==> config.mk <==
export PLATFORM = sky130hd
export DESIGN_NAME = ps_adpcm_frame_decoder_top
export DESIGN_NICKNAME = d
export VERILOG_FILES = /design/src/hw/rtl/psadpcm_pkg.sv /design/src/hw/rtl/psadpcm_ctrl.sv /design/src/hw/rtl/psadpcm_dp.sv /design/src/hw/rtl/ps_adpcm_frame_decoder_top.sv
export SDC_FILE = /design/constraint.sdc
export NUM_CORES = 1
export LEC_CHECK = 0
export BUFFER_PORTS_ARGS = -buffer_cell sky130_fd_sc_hd__buf_2
export CORE_ASPECT_RATIO = 1.2
export CORE_MARGIN = 2
export CORE_UTILIZATION = 60
export DETAILED_ROUTE_END_ITERATION = 16
export HOLD_SLACK_MARGIN = 0.06
export PLACE_DENSITY = 0.77
export SLEW_MARGIN = 20
export SYNTH_ARGS = -nofsm -noshare
export SYNTH_HDL_FRONTEND = slang
export SYNTH_SLANG_ARGS = --single-unit
==> constraint.sdc <==
create_clock -name clk -period 19.3 [get_ports clk]
set_clock_uncertainty 0.2 [all_clocks]
set_input_delay 3.86 -clock clk [delete_from_list [all_inputs] [get_ports clk]]
set_output_delay 3.86 -clock clk [all_outputs]
set_load 0.02 [all_outputs]
==> src/hw/rtl/psadpcm_pkg.sv <==
// shared types, constants and helper functions of the ps adpcm frame decoder
// no dependencies
package psadpcm_pkg;

  localparam int MAX_CHANNELS_DEF = 2;

  localparam logic [7:0] FRAME_BYTES_RST   = 8'd9;
  localparam logic [1:0] CHANNEL_COUNT_RST = 2'd1;
  localparam logic [7:0] FRAME_BYTES_MIN   = 8'd2;
  localparam logic [7:0] FRAME_BYTES_MAX   = 8'd128;
  localparam logic [3:0] SHIFT_MAX         = 4'd12;
  localparam logic [3:0] SHIFT_FALLBACK    = 4'd9;
  localparam logic [3:0] COEF_SEL_MAX      = 4'd4;

  localparam int CFG_ADDR_W = 1;
  localparam int CFG_DATA_W = 8;
  localparam logic [CFG_ADDR_W-1:0] REG_FRAME_BYTES   = 1'd0;
  localparam logic [CFG_ADDR_W-1:0] REG_CHANNEL_COUNT = 1'd1;

  localparam logic signed [19:0] PCM_MAX = 20'sd32767;
  localparam logic signed [19:0] PCM_MIN = -20'sd32768;

  typedef struct packed {
    logic load;
    logic clear;
    logic header;
    logic sample;
    logic high;
  } dp_cmd_t;

  typedef struct packed {
    logic pos_zero;
    logic new_pending;
  } dp_stat_t;

  function automatic logic signed [7:0] coef_a(input logic [2:0] sel);
    logic signed [7:0] c;
    unique case (sel)
      3'd1:    c = 8'sd60;
      3'd2:    c = 8'sd115;
      3'd3:    c = 8'sd98;
      3'd4:    c = 8'sd122;
      default: c = 8'sd0;
    endcase
    return c;
  endfunction

  function automatic logic signed [7:0] coef_b(input logic [2:0] sel);
    logic signed [7:0] c;
    unique case (sel)
      3'd2:    c = -8'sd52;
      3'd3:    c = -8'sd55;
      3'd4:    c = -8'sd60;
      default: c = 8'sd0;
    endcase
    return c;
  endfunction

  function automatic logic signed [15:0] clamp16(input logic signed [19:0] v);
    logic signed [15:0] r;
    if (v > PCM_MAX) begin
      r = 16'sh7fff;
    end else if (v < PCM_MIN) begin
      r = -16'sh8000;
    end else begin
      r = v[15:0];
    end
    return r;
  endfunction

endpackage

==> src/hw/rtl/psadpcm_ctrl.sv <==
// controller state machine: sequences byte load, stream clear, header and two samples
// depends on psadpcm_pkg
module psadpcm_ctrl
  import psadpcm_pkg::*;
(
  input  logic     clk,
  input  logic     rst_n,
  input  logic     in_tvalid,
  output logic     in_tready,
  output logic     out_tvalid,
  input  logic     out_tready,
  input  dp_stat_t stat,
  output dp_cmd_t  cmd
);

  localparam logic [1:0] ST_IDLE = 2'd0;
  localparam logic [1:0] ST_LOW  = 2'd1;
  localparam logic [1:0] ST_HIGH = 2'd2;

  logic [1:0] state_r, state_nxt;
  logic       out_valid_r, out_valid_nxt;
  logic       out_free;

  assign out_free   = !out_valid_r || out_tready;
  assign out_tvalid = out_valid_r;

  always_comb begin
    state_nxt  = state_r;
    in_tready  = 1'b0;
    cmd        = '0;
    unique case (state_r)
      ST_IDLE: begin
        in_tready = 1'b1;
        if (in_tvalid) begin
          state_nxt = ST_LOW;
        end
      end
      ST_LOW: begin
        priority if (stat.new_pending) begin
          cmd.clear = 1'b1;
        end else if (stat.pos_zero) begin
          cmd.header = 1'b1;
          state_nxt  = ST_IDLE;
        end else begin
          if (out_free) begin
            cmd.sample = 1'b1;
            state_nxt  = ST_HIGH;
          end
        end
      end
      ST_HIGH: begin
        if (out_free) begin
          cmd.sample = 1'b1;
          cmd.high   = 1'b1;
          in_tready  = 1'b1;
          state_nxt  = in_tvalid ? ST_LOW : ST_IDLE;
        end
      end
      default: begin
        state_nxt = ST_IDLE;
      end
    endcase
    cmd.load = in_tvalid && in_tready;
  end

  always_comb begin
    out_valid_nxt = out_valid_r;
    if (cmd.sample) begin
      out_valid_nxt = 1'b1;
    end else if (out_tready) begin
      out_valid_nxt = 1'b0;
    end
  end

  always_ff @(posedge clk) begin
    if (!rst_n) begin
      state_r     <= ST_IDLE;
      out_valid_r <= 1'b0;
    end else begin
      state_r     <= state_nxt;
      out_valid_r <= out_valid_nxt;
    end
  end

endmodule

==> src/hw/rtl/psadpcm_dp.sv <==
// datapath: config registers, frame state, channel histories, predictor and output register
// depends on psadpcm_pkg
module psadpcm_dp
  import psadpcm_pkg::*;
#(
  parameter int MAX_CHANNELS = MAX_CHANNELS_DEF
) (
  input  logic                  clk,
  input  logic                  rst_n,
  input  logic                  cfg_wr_en,
  input  logic [CFG_ADDR_W-1:0] cfg_addr,
  input  logic [CFG_DATA_W-1:0] cfg_wdata,
  input  logic [7:0]            in_byte,
  input  logic                  in_new,
  input  dp_cmd_t               cmd,
  output dp_stat_t              stat,
  output logic [15:0]           out_sample,
  output logic                  out_chan,
  output logic                  out_last
);

  logic [7:0]        byte_r;
  logic              new_r;
  logic [7:0]        fb_r;
  logic [1:0]        cc_r;
  logic [2:0]        coef_r;
  logic [3:0]        shift_r;
  logic [6:0]        pos_r;
  logic              chan_r;
  logic signed [15:0] prev_r [2];
  logic signed [15:0] pp_r   [2];
  logic [15:0]       out_sample_r;
  logic              out_chan_r;
  logic              out_last_r;

  logic [3:0]         nib;
  logic signed [15:0] scaled;
  logic signed [23:0] prod_a, prod_b;
  logic signed [24:0] pred_sum;
  logic signed [18:0] pred_sh;
  logic signed [19:0] total;
  logic signed [15:0] sample_nxt;
  logic [7:0]         fb_eff;
  logic [7:0]         pos_inc;
  logic               frame_end;
  logic               two_ch;

  assign stat.pos_zero    = (pos_r == 7'd0);
  assign stat.new_pending = new_r;

  assign nib      = cmd.high ? byte_r[7:4] : byte_r[3:0];
  assign scaled   = $signed({nib, 12'h000}) >>> shift_r;
  assign prod_a   = coef_a(coef_r) * prev_r[chan_r];
  assign prod_b   = coef_b(coef_r) * pp_r[chan_r];
  assign pred_sum = 25'(prod_a) + 25'(prod_b);
  assign pred_sh  = 19'(pred_sum >>> 6);
  assign total    = 20'(pred_sh) + 20'(scaled);
  assign sample_nxt = clamp16(total);

  always_comb begin
    if (fb_r < FRAME_BYTES_MIN) begin
      fb_eff = FRAME_BYTES_MIN;
    end else if (fb_r > FRAME_BYTES_MAX) begin
      fb_eff = FRAME_BYTES_MAX;
    end else begin
      fb_eff = fb_r;
    end
  end

  assign pos_inc   = {1'b0, pos_r} + 8'd1;
  assign frame_end = (pos_inc >= fb_eff);
  assign two_ch    = (MAX_CHANNELS >= 2) && (cc_r >= 2'd2);

  always_ff @(posedge clk) begin
    if (!rst_n) begin
      fb_r <= FRAME_BYTES_RST;
      cc_r <= CHANNEL_COUNT_RST;
    end else if (cfg_wr_en) begin
      unique case (cfg_addr)
        REG_FRAME_BYTES:   fb_r <= cfg_wdata[7:0];
        REG_CHANNEL_COUNT: cc_r <= cfg_wdata[1:0];
        default: ;
      endcase
    end
  end

  always_ff @(posedge clk) begin
    if (!rst_n) begin
      new_r   <= 1'b0;
      coef_r  <= '0;
      shift_r <= '0;
      pos_r   <= '0;
      chan_r  <= 1'b0;
      for (int i = 0; i < 2; i++) begin
        prev_r[i] <= '0;
        pp_r[i]   <= '0;
      end
    end else begin
      if (cmd.load) begin
        new_r <= in_new;
      end
      priority if (cmd.clear) begin
        new_r   <= 1'b0;
        coef_r  <= '0;
        shift_r <= '0;
        pos_r   <= '0;
        chan_r  <= 1'b0;
        for (int i = 0; i < 2; i++) begin
          prev_r[i] <= '0;
          pp_r[i]   <= '0;
        end
      end else if (cmd.header) begin
        coef_r  <= (byte_r[7:4] > COEF_SEL_MAX) ? 3'd0 : byte_r[6:4];
        shift_r <= (byte_r[3:0] > SHIFT_MAX) ? SHIFT_FALLBACK : byte_r[3:0];
        pos_r   <= 7'd1;
      end else begin
        if (cmd.sample) begin
          prev_r[chan_r] <= sample_nxt;
          pp_r[chan_r]   <= prev_r[chan_r];
          if (cmd.high) begin
            if (frame_end) begin
              pos_r  <= '0;
              chan_r <= two_ch ? !chan_r : 1'b0;
            end else begin
              pos_r  <= pos_inc[6:0];
            end
          end
        end
      end
    end
  end

  // payload registers
  always_ff @(posedge clk) begin
    if (cmd.load) begin
      byte_r <= in_byte;
    end
    if (cmd.sample) begin
      out_sample_r <= sample_nxt;
      out_chan_r   <= chan_r;
      out_last_r   <= cmd.high;
    end
  end

  assign out_sample = out_sample_r;
  assign out_chan   = out_chan_r;
  assign out_last   = out_last_r;

endmodule

==> src/hw/rtl/ps_adpcm_frame_decoder_top.sv <==
// ps adpcm frame decoder: a data byte gives two samples, one per pass through the
// predictor multiply-add and clamp, each held until the output is free; a header
// byte is loaded then decoded, and a byte flagged new_stream adds a history clear step
// the low sample is registered on out_tdata after the byte is loaded, then the high one
// the next byte is taken in the cycle the second sample is produced
// rst_n synchronous: histories and frame state zero, frame_bytes 9, channel_count 1
module ps_adpcm_frame_decoder_top
  import psadpcm_pkg::*;
#(
  parameter int MAX_CHANNELS = MAX_CHANNELS_DEF
) (
  input  logic                  clk,
  input  logic                  rst_n,
  input  logic                  cfg_wr_en,
  input  logic [CFG_ADDR_W-1:0] cfg_addr,
  input  logic [CFG_DATA_W-1:0] cfg_wdata,
  input  logic                  in_tvalid,
  output logic                  in_tready,
  input  logic [7:0]            in_tdata,   // data_byte
  input  logic                  in_tuser,   // new_stream
  output logic                  out_tvalid,
  input  logic                  out_tready,
  output logic [15:0]           out_tdata,  // pcm_sample
  output logic                  out_tuser,  // sample_channel
  output logic                  out_tlast   // last_of_byte
);

  dp_cmd_t  cmd;
  dp_stat_t stat;

  psadpcm_ctrl u_ctrl (
    .clk        (clk),
    .rst_n      (rst_n),
    .in_tvalid  (in_tvalid),
    .in_tready  (in_tready),
    .out_tvalid (out_tvalid),
    .out_tready (out_tready),
    .stat       (stat),
    .cmd        (cmd)
  );

  psadpcm_dp #(
    .MAX_CHANNELS (MAX_CHANNELS)
  ) u_dp (
    .clk        (clk),
    .rst_n      (rst_n),
    .cfg_wr_en  (cfg_wr_en),
    .cfg_addr   (cfg_addr),
    .cfg_wdata  (cfg_wdata),
    .in_byte    (in_tdata),
    .in_new     (in_tuser),
    .cmd        (cmd),
    .stat       (stat),
    .out_sample (out_tdata),
    .out_chan   (out_tuser),
    .out_last   (out_tlast)
  );

  a_one_cmd: assert property (@(posedge clk) disable iff (!rst_n)
    $onehot0({cmd.clear, cmd.header, cmd.sample}))
    else $error("more than one datapath command at once");

  a_no_overwrite: assert property (@(posedge clk) disable iff (!rst_n)
    cmd.sample |-> (!out_tvalid || out_tready))
    else $error("sample written over an untaken result");

  a_high_last: assert property (@(posedge clk) disable iff (!rst_n)
    (cmd.sample && cmd.high) |=> (out_tvalid && out_tlast))
    else $error("high nibble sample not flagged last");

  a_new_latched: assert property (@(posedge clk) disable iff (!rst_n)
    (in_tvalid && in_tready) |=> (stat.new_pending == $past(in_tuser)))
    else $error("new_stream flag not captured");

endmodule

==> impl_metrics.ini, run 1 <==
[outcome]
status = finished clean

[sta]
relSlewSlack_pct = 30.8
worst-slew-pin-transition_ns = 1.04
timing.hold.ws_ns = 0.282
min_period_over_period_pct = 56.6
fin_ws_ns = 8.37
setup_viol = 0
finalMaxSlewViolations = 0
hold_viol = 0
setup_tns_ns = 0
period_needed_ns = 10.93
rsz0062_at_grt = no
fmax_mhz = 91.5

[grt]
grt_usage_pct = 27.5
grt_start_max_net_pins = 64
grt_pass1_vias = 10700
gr-total-overflow = 0
antenna_found_initial = 0
grt_pass1_wl_um = 52800

[detailed_routing]
vias_per_cell = 5.63
first_iter_violations = 766
totalWireLength_um = 31400
wl_per_cell_um = 17.2
drc = 0
drtPass1Iterations = 6
ant_nets = 0
route.vias.total = 10300

[pwr]
power_density_mw_per_mm2 = 71.2
irDropWorstVdd_mv = 0.147
total_power_w = 0.00107
leakagePower_nw = 6.96

[setup_path]
r2r_slack_ns = 8.37
worst-setup-path-type = flip-flop to flip-flop
crit_fanout = 32
endpoint_kind = flip-flop
cpLargestDelayFamily = adder cells
startpoint_type = flip-flop
worstPathArrival_ns = 10.86
reg2reg_depth = 30
path_buf_inv = 5
critPathMaxStageDelay_ns = 0.98
crit_path_frequent_cell = fa_1
critPathRequiredTime_ns = 19.23
reg2reg_to = u_dp.prev_r[1][1]
slowest_stage = dfxtp_2

[placed_design]
hpwl_um = 24900
place_ws_ns = 8.49
buffer_ports.inserted = 42
finalWeightedCongestion = 0.932

[floorplanning]
die_w_um = 144
core-area_sq_mm = 0.0231
boundaryPins = 43
dieArea_sq_mm = 0.0247
start_util_pct = 60.8
num_rows = 61
chipHeight_um = 172

[worst_hold_path]
hold_depth = 2
hold_class = flip-flop to flip-flop
min_from = u_dp.fb_r[2]
hold_end = u_dp.fb_r[2]

[synthesis]
synthArstFlopShare_pct = 0
yosysTopAreaCell = fa_1
synth_cell_types = 73
synth.net_count = 1817
synthCells = 1473
synthFlopType = edfxtp_1
ys_warn_count = 0
syn_area_sq_mm = 0.0141
synth_edf_count = 90
synthTopCellsByCount = 257 x inv_1, 238 x nor2_1, 182 x fa_1
syn_avg_cell_area_sq_um = 9.55
ys_seq_elements = 119
seq_area_frac_synth_pct = 23.3
ys_top_cells_by_area = fa_1 26%, edfxtp_1 19%, ha_1 12%
synth.most_common_cell = inv_1
yosys.area.top_type_share_pct = 25.9

[cells_and_area]
finish.utilization_pct = 65.2
fillers = 1814
syn2layout_area_growth_pct = 7.24
antenna_cells = 0
drive_above_1_share_pct = 8.56
layout.nets = 1838

[clock_tree]
insertion_delay_ns = 0.41
ctsHoldBuffers = 0
postCtsSetupBuffers = 0
htreeDepth = 4
cts_sinks = 119
clock-root-buffer = clkbuf_16
cts_tree = yes
cts_buffers = 17
clk_pin_slew_worst_paths_ns = 0.05
cts-resized-gates = 0
clk_path_buf_depth = 2

[run]
drv_cap = 0
metrics by stage:
stage,cell area (sq um),cells
floorplan,14100,1473
global placement,14500,1790
detailed placement,14500,1790
CTS,15100,1822
global route,15100,1822
finish,15100,1822
sequential cells by signal, indices dropped and copies added (netlist names), named ones only:
name,count
u_dp.coef_r,3
u_ctrl.out_tvalid,1
u_dp.byte_r,8
u_dp.cc_r,1
u_ctrl.state_r,2
u_dp.chan_r,1
u_dp.pos_r,7
u_dp.pp_r,32
u_dp.shift_r,4
u_dp.new_r,1
u_dp.out_chan,1
u_dp.fb_r,8
u_dp.out_sample,16
u_dp.prev_r,32
u_dp.out_last,1
cells in the final DEF, fill, tap and decap left out, drive strengths merged, types with 19 or more instances in the layout:
master,count
o21ai,27
nor2,240
a21boi,19
nand3,20
nand2,65
mux2i,43
fa,182
nor3,22
a21oi,76
inv,259
clkbuf,19
buf,54
dfxtp,29
xnor2,31
nor2b,31
ha,139
edfxtp,90
tightest hold or removal path, cell delays in order (launching register included):
cell	delay, ns
dfxtp_1	0.31
nand2_1	0.05
a21boi_0	0.07
logic make-up (layout without fill, tap and decap cells):
group | Yosys count | in the layout | share of synthesized area (%)
flops | 119 | 119 | 23.3
buf+inv | 311 | 345 | 8.53
fa+ha+maj | 321 | 321 | 38.3
simple gates | 441 | 441 | 14.4
compound gates | 193 | 193 | 9.54
mux | 43 | 43 | 3.06
xor+xnor | 45 | 45 | 2.86
final cells by class:
cell class,instances,area [sq um],area share (%)
Clock buffer,19,433,2.87
Clock inverter,13,108,0.713
Inverter,259,972,6.45
Multi-Input combinational cell,1043,9590,63.6
Sequential cell,119,3280,21.8
Tap cell,315,394,2.61
Timing Repair Buffer,54,300,1.99
where the power goes:
part / switching [W] / internal, W / leakage [nW]
clock network: 0.000113 / 0.000176 / 0.260
logic: 0.000303 / 0.000175 / 5.55
registers: 0.00000878 / 0.000299 / 1.14
total: 0.000425 / 0.000649 / 6.96
how the worst max path moves through the flow:
stage                              start                  to  cells past startpoint
after detailed placement       flip-flop   u_dp.prev_r[1][1]                     31
final                          flip-flop   u_dp.prev_r[1][1]                     30
after CTS                      flip-flop   u_dp.prev_r[1][1]                     31
after global placement         flip-flop   u_dp.prev_r[0][1]                     31
after global routing           flip-flop   u_dp.prev_r[1][1]                     30
after floorplan           u_dp.coef_r[0]  u_dp.prev_r[0][14]                     36
routing by layer:
| layer | part of all wire (%) | track usage (%) |
|---|---|---|
| met5 | 0 | 0 |
| met2 | 50 | 45.9 |
| met4 | 3.5 | 10.4 |
| met1 | 41 | 36.5 |
| met3 | 5.8 | 3.87 |
Power figures use the tool's default switching activity.
==> run 2, diff against run 1 <==
- clock period: 19.3 -> 10.3 ns (I/O delays scaled with it)
==> run 2 against run 1 <==
Core utilization rose by 1.5 points. First-iteration DRC count rose by 16%. Sequential share of layout area decreased by 0.49 points. Setup slack got worse by 7.8 ns. Critical path depth is 1 higher. Cell count rose by 1.9%. Combinational power up 92%. Critical path type unchanged. Sequential power is 87% higher. Global-route usage grew 0.49 points. Power rose by 95%. Maximum frequency increased by 12%. Register-to-register slack worse by 7.8 ns. Critical endpoint is now u_dp.prev_r[1][9].
==> impl_metrics.ini, run 2 (synthesis gave the netlist of run 1 again) <==
[grt]
grt_pass1_wl_um = 53400
grt_start_max_net_pins = 33
antenna_found_initial = 0
gr-total-overflow = 0
grt_pass1_vias = 10700
grt_usage_pct = 27.9

[setup_path]
crit_path_start = u_dp.coef_r[0]
slowest_stage = or3b_4
r2r_start = u_dp.coef_r[0]
reg2reg_depth = 31
r2r_slack_ns = 0.56
crit_fanout = 30
endpoint_kind = flip-flop
crit_path_frequent_cell = fa_1
reg2reg_to = u_dp.prev_r[1][9]
startpoint_type = flip-flop
critPathRequiredTime_ns = 10.24
worst-setup-path-type = flip-flop to flip-flop
critPathMaxStageDelay_ns = 0.59
worstPathArrival_ns = 9.68
endpoint = u_dp.prev_r[1][9]

[floorplanning]
core-area_sq_mm = 0.0231
die_w_um = 144
chipHeight_um = 172
num_rows = 61
boundaryPins = 43
dieArea_sq_mm = 0.0247
start_util_pct = 60.8

[clock_tree]
clk_pin_slew_worst_paths_ns = 0.06
cts_sinks = 119
cts_tree = yes
clk_path_buf_depth = 2
insertion_delay_ns = 0.41
clock-root-buffer = clkbuf_16
cts_buffers = 17
htreeDepth = 4

[cells_and_area]
finish.utilization_pct = 66.8
fin_area_sq_mm = 0.0154
layout_common_cells = 257 x inv_1, 237 x nor2_1, 182 x fa_1
syn2layout_area_growth_pct = 9.79
finalNonFillerCells = 1856
drive_above_1_share_pct = 10.7
antenna_cells = 0
final_common_cell = inv_1
fillers = 1792
layout.nets = 1872

[placed_design]
dpl-instance-area_sq_mm = 0.0148
place_ws_ns = 0.353
finalWeightedCongestion = 0.922
hpwl_um = 26300
dpl.cell_count = 1823
buffer_ports.inserted = 42

[pwr]
irDropWorstVdd_mv = 0.309
leakagePower_nw = 7.16
power_density_mw_per_mm2 = 135

[sta]
relSlewSlack_pct = 44.1
period_needed_ns = 9.74
fin_ws_ns = 0.556
setup_viol = 0
finalMaxSlewViolations = 0
hold_viol = 0
worst-slew-pin-transition_ns = 0.838
fmax_mhz = 103
min_period_over_period_pct = 94.6

[detailed_routing]
drc = 0
route.vias.total = 10300
vias_per_cell = 5.54
first_iter_violations = 891
ant_nets = 0
totalWireLength_um = 32200
drtPass1Iterations = 5
wl_per_cell_um = 17.3

[outcome]
status = finished clean

[worst_hold_path]
hold_class = flip-flop to flip-flop
min_from = u_dp.fb_r[7]

[run]
drv_cap = 0
## run 2: worst max-delay path: cells and delay by family (launching register included)
kind / cells / cell delay, ns
adders and majority gates: 8 / 3.78
AOI/OAI and AO/OA: 10 / 2.55
and+or+nand+nor: 9 / 2.04
DFF: 1 / 0.51
xor gates and xnor gates: 1 / 0.20
buffers and inverters: 3 / 0.15
## run 2: worst min path at each step
| stage | end | depth (start not counted) | slack (ns) |
|---|---|---|---|
| after floorplan | u_dp.cc_r[1] | 2 | 0.24 |
| after global placement | u_dp.fb_r[7] | 2 | 0.26 |
| after detailed placement | u_dp.fb_r[7] | 2 | 0.27 |
| after CTS | u_dp.fb_r[7] | 2 | 0.28 |
| after global routing | u_dp.fb_r[4] | 2 | 0.31 |
| final | u_dp.fb_r[7] | 2 | 0.27 |
## run 2: through the flow
stage                     TNS [ns]  hold slack (ns)  total power [W]
after global routing      -0.00683            0.307          0.00222
after detailed placement         0            0.270          0.00149
after global placement           0            0.257          0.00146
final                            0            0.272          0.00209
after floorplan                  0            0.244          0.00128
after CTS                        0            0.277          0.00208
## run 2: power breakdown
part | total [W] | internal [W] | switching (W)
Clock | 0.000595 | 0.000381 | 0.000214
Combinational | 0.000920 | 0.000343 | 0.000577
Sequential | 0.000576 | 0.000560 | 0.0000161
## run 2: cell type report
type,instances,area (sq um),area share (%)
sequential,119,3290,21.3
clock buffer,17,425,2.76
tap,315,394,2.55
clock inverter,15,179,1.16
timing repair buffer,88,581,3.76
inverter,259,972,6.30
multi-input combinational,1043,9600,62.2
## run 2: per-layer routing
layer	track usage, %	part of all wire (%)
met5	0	0
met1	37.6	42
met3	4.70	5.8
met4	8.99	2.8
met2	46.4	49
## run 2: repair_timing
item,4_1_cts,5_1_grt
endpoints found under the setup margin,0,45
setup buffers,0,1
hold buffers,0,0
resized for setup,0,4
==> run 3, diff against run 2 <==
- CAP_MARGIN: default -> 25
- SLEW_MARGIN: 20 -> 10
- clock period: 10.3 -> 11.2 ns (I/O delays scaled with it)
==> run 3 against run 2 <==
Setup slack lost 0.038 ns. Core utilization shrank 0.67 points. Flip-flop and latch count is the same. Sequential share of layout area grew 0.20 points. Largest power group unchanged. Global-route usage grew 0.17 points. Via count grew 0.39%. Critical path depth is the same. Routed wire length grew 1.6%. Final area shrank 1.0%.
==> impl_metrics.ini, run 3 (synthesis gave the netlist of run 1 again) <==
[outcome]
status = finished clean

[cells_and_area]
layout.nets = 1851
drive_above_1_share_pct = 9.41
final_common_cell = inv_1
antenna_cells = 0
syn2layout_area_growth_pct = 8.68
fillers = 1768
layout_common_cells = 257 x inv_1, 237 x nor2_1, 182 x fa_1

[sta]
worst-slew-pin-transition_ns = 1.04
min_period_over_period_pct = 95.4
fin_ws_ns = 0.518
rsz0062_at_grt = no
fmax_mhz = 93.6
setup_tns_ns = 0
period_needed_ns = 10.68
hold_viol = 0
finalMaxSlewViolations = 0
setup_viol = 0
relSlewSlack_pct = 30.8

[placed_design]
finalWeightedCongestion = 0.915
place_ws_ns = 0.802
buffer_ports.inserted = 42
hpwl_um = 25600

[pwr]
clockPowerShare_pct = 30.1
intPower_w = 0.00121
seqPwrFrac_pct = 27.3
pwr-share-comb_pct = 42.7
irDropWorstVdd_mv = 0.264
p_switching_w = 0.000731
swShare_pct = 37.6
power_density_mw_per_mm2 = 127
leakagePower_nw = 7.07

[floorplanning]
num_rows = 61
die_w_um = 144
start_util_pct = 60.8
boundaryPins = 43
dieArea_sq_mm = 0.0247
core-area_sq_mm = 0.0231
chipHeight_um = 172

[grt]
met3_usage_pct = 5.26
use_met1_pct = 36.9
use_met2_pct = 47.0
antenna_found_initial = 0
grt_start_max_net_pins = 42
gr-total-overflow = 0
top_usage_layer = met2
grt_pass1_vias = 10700
grt_pass1_wl_um = 53400
grt_usage_pct = 28.1

[setup_path]
startpoint_type = flip-flop
endpoint_kind = flip-flop
crit_path_frequent_cell = fa_1
critPathMaxStageDelay_ns = 0.65
worst-setup-path-type = flip-flop to flip-flop
r2r_slack_ns = 0.52
reg2reg_to = u_dp.prev_r[0][9]
critPathRequiredTime_ns = 11.13
slowest_stage = o41ai_2
worstPathArrival_ns = 10.61
path_buf_inv = 5
crit_cells = 31
cpLargestDelayFamily = adder cells
crit_path_start = u_dp.coef_r[1]
reg2reg_depth = 31
crit_fanout = 26
r2r_start = u_dp.coef_r[1]

[clock_tree]
ctsHoldBuffers = 0
clk_pin_slew_worst_paths_ns = 0.05
cts_tree = yes
clk_path_buf_depth = 2
cts_buffers = 17
htreeDepth = 4
clock-root-buffer = clkbuf_16
insertion_delay_ns = 0.41
cts_sinks = 119

[detailed_routing]
totalWireLength_um = 32700
drc = 0
route.vias.total = 10300
first_iter_violations = 812
wl_per_cell_um = 17.8
drtPass1Iterations = 5
vias_per_cell = 5.63
ant_nets = 0

[worst_hold_path]
min_from = u_dp.fb_r[7]
hold_end = u_dp.fb_r[7]
hold_depth = 2
hold_class = flip-flop to flip-flop

[run]
drv_cap = 0
run 3: cell types whose count changed in the layout (fill, tap and decap cells not counted), sizes merged:
cell | previous run | this run
clkbuf | 17 | 18
buf | 88 | 66
inv | 260 | 259
bufinv | 3 | 5
nor2 | 240 | 241
clkinv | 9 | 7
run 3: repair_timing:
action | 4_1_cts | 5_1_grt
resized for setup | 0 | 2
setup endpoints to repair | 0 | 1
setup buffers | 0 | 0
run 3: cell type report:
cell class / instances / area [sq um] / share of cell area, %
Sequential cell: 119 / 3280 / 21.5
Timing Repair Buffer: 66 / 398 / 2.60
Multi-Input combinational cell: 1044 / 9600 / 62.8
Tap cell: 315 / 394 / 2.58
Clock buffer: 18 / 429 / 2.81
Inverter: 259 / 972 / 6.36
Clock inverter: 14 / 205 / 1.34
run 3: routing by layer:
metal  share of wire, %  wire, um
met5                  0         0
met4                3.1      1010
met3                6.4      2090
met2                 50     16200
met1                 41     13400
run 3: power groups by stage:
stage	logic, W	clock network [W]	registers [W]
after floorplan	0.000641	0	0.000533
after global placement	0.000783	0	0.000538
after detailed placement	0.000815	0	0.000539
after CTS	0.000821	0.000587	0.000530
after global routing	0.000922	0.000610	0.000532
final	0.000829	0.000584	0.000530
run 3: metrics by stage:
| step | area (sq um) | hold slack (ns) | power [W] | util [%] | instances |
|---|---|---|---|---|---|
| 2_1_floorplan | 14100 | 0.244 | 0.00117 | - | 1473 |
| 5_1_grt | 15300 | 0.306 | 0.00206 | 66.1 | 1835 |
| 3_5_place_dp | 14600 | 0.270 | 0.00135 | 63.2 | 1801 |
| 6_report | 15300 | 0.273 | 0.00194 | 66.1 | 1835 |
| 3_3_place_gp | 14600 | 0.258 | 0.00132 | 63.2 | 1801 |
| 4_1_cts | 15300 | 0.277 | 0.00194 | 66.0 | 1833 |
run 3: worst max path at each step:
stage                         end
2_1_floorplan  u_dp.prev_r[0][14]
3_3_place_gp    u_dp.prev_r[0][1]
3_5_place_dp    u_dp.prev_r[0][9]
4_1_cts         u_dp.prev_r[0][9]
5_1_grt         u_dp.prev_r[0][9]
6_report        u_dp.prev_r[0][9]
run 3: worst min-delay path, stage by stage (launching register included):
cell,delay [ns]
dfxtp_1,0.31
nand2_1,0.05
a21boi_0,0.06
